[src/rtl/core/ogre_pkg.sv]
package ogre_pkg;

	localparam int MAX_COLS_DEF  = 64;
	localparam int MAX_ROWS_DEF  = 64;
	localparam int COST_BITS_DEF = 16;

	localparam int CFG_W     = 7;
	localparam int CFG_IDX_W = 1;
	localparam int CRD_W     = 10;

	localparam logic signed [31:0] INT_MAX = 32'sh7FFF_FFFF;
	localparam logic signed [31:0] INT_MIN = 32'sh8000_0000;

	typedef enum logic [CFG_IDX_W-1:0] {
		REG_GRID_WIDTH  = 1'b0,
		REG_GRID_HEIGHT = 1'b1
	} reg_idx_t;

	typedef enum logic [2:0] {
		OP_PAINT     = 3'd0,
		OP_CELL_BLK  = 3'd1,
		OP_RECT_BLK  = 3'd2,
		OP_CELL_COST = 3'd3,
		OP_RECT_COST = 3'd4,
		OP_ADD_COST  = 3'd5,
		OP_CLEAR     = 3'd6
	} op_t;

	typedef struct packed {
		logic load;
		logic setup;
		logic rd;
		logic use_data;
		logic paint;
		logic clr;
		logic emit;
	} cmd_t;

	typedef struct packed {
		op_t  op;
		logic skip;
		logic last;
		logic clr_last;
	} status_t;

	function automatic logic signed [CRD_W-1:0] clamp(input logic signed [CRD_W-1:0] v,
		input logic signed [CRD_W-1:0] lo, input logic signed [CRD_W-1:0] hi);
		return (v < lo) ? lo : ((v > hi) ? hi : v);
	endfunction

endpackage

[src/rtl/core/ogre_ctrl.sv]
module ogre_ctrl (
	input  logic              clk,
	input  logic              arst_n,
	input  logic              in_valid,
	output logic              in_ready,
	output logic              out_valid,
	input  logic              out_ready,
	input  ogre_pkg::status_t status,
	output ogre_pkg::cmd_t    cmd
);

	typedef enum logic [2:0] {
		S_INIT, S_IDLE, S_SETUP, S_PAINT, S_RD, S_USE, S_CLEAR, S_FIN
	} state_t;

	state_t state_q;
	logic   out_valid_q;
	logic   emit_ok;

	assign emit_ok   = !out_valid_q || out_ready;
	assign in_ready  = (state_q == S_IDLE);
	assign out_valid = out_valid_q;

	always_comb begin
		cmd          = '0;
		cmd.load     = (state_q == S_IDLE) && in_valid;
		cmd.setup    = (state_q == S_SETUP);
		cmd.paint    = (state_q == S_PAINT);
		cmd.rd       = (state_q == S_RD);
		cmd.use_data = (state_q == S_USE);
		cmd.clr      = (state_q == S_INIT) || (state_q == S_CLEAR);
		cmd.emit     = (state_q == S_FIN) && emit_ok;
	end

	always_ff @(posedge clk or negedge arst_n) begin
		if (!arst_n) begin
			state_q     <= S_INIT;
			out_valid_q <= 1'b0;
		end else begin
			if (cmd.emit)
				out_valid_q <= 1'b1;
			else if (out_ready)
				out_valid_q <= 1'b0;
			unique case (state_q)
				S_INIT: begin
					if (status.clr_last)
						state_q <= S_IDLE;
				end
				S_IDLE: begin
					if (in_valid)
						state_q <= S_SETUP;
				end
				S_SETUP: begin
					if (status.op == ogre_pkg::OP_CLEAR)
						state_q <= S_CLEAR;
					else if (status.skip)
						state_q <= S_FIN;
					else if (status.op == ogre_pkg::OP_PAINT)
						state_q <= S_PAINT;
					else
						state_q <= S_RD;
				end
				S_PAINT: begin
					if (status.last)
						state_q <= S_FIN;
				end
				S_RD: begin
					state_q <= S_USE;
				end
				S_USE: begin
					state_q <= status.last ? S_FIN : S_RD;
				end
				S_CLEAR: begin
					if (status.clr_last)
						state_q <= S_FIN;
				end
				S_FIN: begin
					if (emit_ok)
						state_q <= S_IDLE;
				end
				default: state_q <= S_IDLE;
			endcase
		end
	end

endmodule

[config.mk]
export PLATFORM = sky130hd
export DESIGN_NAME = ogre_ctrl
export DESIGN_NICKNAME = d
export VERILOG_FILES = /design/src/rtl/core/ogre_pkg.sv /design/src/rtl/core/ogre_ctrl.sv
export SDC_FILE = /design/constraint.sdc
export NUM_CORES = 1
export LEC_CHECK = 0
export BUFFER_PORTS_ARGS = -buffer_cell sky130_fd_sc_hd__clkbuf_2
export CORE_AREA = 2 2 39 41
export CTS_BUF_LIST = sky130_fd_sc_hd__clkbuf_16
export DETAILED_ROUTE_END_ITERATION = 16
export DIE_AREA = 0 0 41 43
export GPL_ROUTABILITY_DRIVEN = 0
export PLACE_DENSITY_LB_ADDON = 0.08
export SYNTH_ARGS = -nofsm -noshare
export SYNTH_HDL_FRONTEND = slang
export SYNTH_SLANG_ARGS = --single-unit
[constraint.sdc]
create_clock -name clk -period 2.6 [get_ports clk]
set_input_delay 0.52 -clock clk [delete_from_list [all_inputs] [get_ports clk]]
set_output_delay 0.52 -clock clk [all_outputs]
set_load 0.005 [all_outputs]
==> metrics.log <==
[metrics] via count: 421
[metrics] deepest clock path buffer count: 2
[metrics] area of the mapped netlist: 407 µm²
[metrics] total setup buffers inserted after CTS: 0
[metrics] number of vias per cell after detailed routing: 5.01
[metrics] via count of the first global-routing pass: 361
[metrics] met1 track demand over resource: 0.153
[metrics] area of the core region: 1380 µm²
[metrics] final hold viol count: 0
[metrics] pin count of the biggest net entering global routing: 18
[metrics] initial core utilization: 0.294
[metrics] layout overhead on the synthesized area: 41.2%
[metrics] Min Clock Period, post-route: 1910 ps
[metrics] final hold slack: 97.9 ps
[metrics] DRT antenna net count: 0
[metrics] part of the cycle the worst path needs: 0.736
[metrics] Num Clock Sinks: 4
[metrics] number of maximum-capacitance violations: 0
[metrics] die outline width: 41 µm
[metrics] CTS tree: yes
[metrics] data arrival time of the critical path: 1390 ps
[metrics] setup skew after layout: 1.91 ps
[metrics] worst setup path category: reg2out
[metrics] I/O Pins: 19
[metrics] startpoint types: flip-flop
[metrics] Avg WL per Cell: 11.4 µm
[metrics] main flop type after synthesis: dfrtp_1
[metrics] R2R cell count: 4
[metrics] total global routing track utilization: 0.121
[metrics] top cells by area in the synthesized netlist: dfrtp_1, nand2b_1, nor2_1, a21oi_1, o21ai_4
[metrics] worst-margin pin slew: 485 ps
[metrics] global-route wire length before repair: 1420 µm
[metrics] endpoint type of the worst setup path: output pin
[metrics] Placed Area: 499 µm²
[metrics] share of the synthesized area in the top cell type: 0.246
[metrics] share of layout cells above drive strength 1: 0.397
[metrics] clock insertion delay at the later pin of the skew report: 220 ps
[metrics] routing layer with the top usage in global route: met2
[metrics] proportion of synthesized chip area in sequential cells: 0.246
[metrics] post-detailed-route DRC marker count: 0
[metrics] total power divided by cell area: 1300 nW/µm²
[metrics] result of the run: complete, no violations
[metrics] cts hold-fix bufs: 0
[metrics] die span in y: 43 µm
[metrics] delay contributed by the slowest stage of the critical path: 540 ps
[metrics] library cell with the largest summed area after synthesis: dfrtp_1
[metrics] post-detail-place hpwl: 722 µm
[metrics] met2 usage in global routing: 0.172
[metrics] cell with the most instances after synthesis: nor2_1
[metrics] post-cts gate resize count: 0
[metrics] number of buffers created by CTS: 3
[metrics] total overflow reported by the global router: 0
[metrics] Synth async-reset ratio: 1.00
[metrics] post-synthesis cell count: 50
[metrics] level count of the clock H-tree: 1
[metrics] count of final max-slew check failures: 0
[metrics] cell leakage power: 0.000267 µW
[metrics] final antenna diode count: 0
[metrics] Total Negative Setup Slacks: 0 ps
[metrics] Peak supply drop: 383 µV
[metrics] data required time of the worst path: 2080 ps
[metrics] post-detailed-routing wire length: 960 µm
[metrics] standard cell with the maximum stage delay on the critical path: dfrtp_1
[metrics] number of port buffers: 18
[metrics] Distinct cells, synth: 29
[metrics] number of setup violations in the final report: 0
[metrics] number of warnings printed during yosys synthesis: 0
[metrics] setup repair after global routing missed its margin: false
[metrics] routing usage on met3: 0.0314
[metrics] synthesis-stage register bit count: 4
[metrics] type of the most critical hold path: in2async
[metrics] Detailed Routing Iterations Pass 1: 2
[metrics] antenna violations before repair: 0
[metrics] area of all placed cells without fillers: 574 µm²
[metrics] number of enable flip-flop cells after synthesis: 0
[metrics] CTS root buffer: clkbuf_16
[metrics] maximum fanout along the worst path: 17
[metrics] Cell Chain, Critical Path: or2_1 > a21oi_1 > clkbuf_2
[metrics] post-layout net count: 80
[metrics] FP Rows: 14
[metrics] list of most frequent post-synthesis cells: nor2_1, nand2b_1, a21oi_1, dfrtp_1, nand2_1
[metrics] Detailed Route Iter0 Violations: 5
[metrics] endpoint of the most critical register-to-register path: state_q[0]$_DFFE_PN0P_
[metrics] FF-to-FF Start: state_q[2]$_DFFE_PN0P_
[metrics] Avg Inst Size Synth: 8.13 µm²
[metrics] worst setup slack for register-to-register paths: 1010 ps
[metrics] relative slew slack: 0.676
[metrics] Max Fclk: 523 MHz
[metrics] Die Footprint: 1760 µm²
[metrics] clock slew at reported path FFs: 30 ps
[metrics] synthesized net count: 60
[logic make-up after synthesis]
group / Yosys count / synth area share
AOI/OAI and AO/OA: 15 / 0.323
xor gates and xnor gates: 1 / 0.0215
buffers and inverters: 4 / 0.0523
DFF: 4 / 0.246
and+or+nand+nor: 26 / 0.357
[worst max-delay path: cells and delay by family (launching register included)]
family / cells / cell delay [ps]
and+or+nand+nor: 1 / 310
buffers and inverters: 1 / 140
AOI/OAI and AO/OA: 1 / 170
DFF: 1 / 540
[worst max path at each step]
stage / to / depth (start not counted) / slack [ps] / startpoint
floorplan: state_q[2]$_DFFE_PN0P_ / 4 / 1180 / status[3]
global placement: cmd[0] / 3 / 940 / state_q[0]$_DFFE_PN0P_
detailed placement: cmd[1] / 3 / 920 / state_q[2]$_DFFE_PN0P_
CTS: cmd[1] / 3 / 690 / state_q[2]$_DFFE_PN0P_
global route: cmd[1] / 3 / 620 / state_q[2]$_DFFE_PN0P_
finish: cmd[1] / 3 / 690 / state_q[2]$_DFFE_PN0P_
[layer usage]
layer | vias to the layer above | routed length [µm]
met3 | 0 | 59
met2 | 14 | 454
met1 | 187 | 446
li1 | 220 | -
met4 | 0 | 0
met5 | - | 0
[final cells by class]
type                    instances  area, µm²
clock buffers                   3       75.1
fillers                       145        810
inverters                       1       3.75
multi-input cells              42        285
flip-flops and latches          4        100
well taps                      16       20.0
repair buffers                 18       90.1
[cells in the final DEF (no fill, tap or decap), drive strengths merged]
master,n
clkbuf,21
nor2,7
nand2b,5
nand2,4
a21oi,4
dfrtp,4
nor3,2
o21ai,2
nor3b,1
inv,1
and3,1
nand3,1
nor2b,1
or2,1
and4b,1
and2b,1
o22a,1
or4b,1
a41oi,1
o211ai,1
xor2,1
o221a,1
o32ai,1
o21bai,1
a211oi,1
a31o,1
o31a,1
[report_power, final]
part / total [µW] / switching [µW] / internal (µW)
sequential: 193 / 99.1 / 93.5
clock: 234 / 38.2 / 196
combinational: 322 / 150 / 172
[sequential cells by signal, indices dropped and copies added, names as in the netlist]
register / cells
out_valid: 1
state_q: 3
[stage by stage]
step / cells / power (µW) / setup slack [ps] / util
detailed placement: 81 / 522 / 925 / 0.361
CTS: 84 / 761 / 686 / 0.415
global placement: 81 / 526 / 942 / 0.361
floorplan: 50 / 426 / 1180 / -
global route: 84 / 807 / 615 / 0.415
finish: 84 / 749 / 686 / 0.415
(Power assumes the default switching activity.)
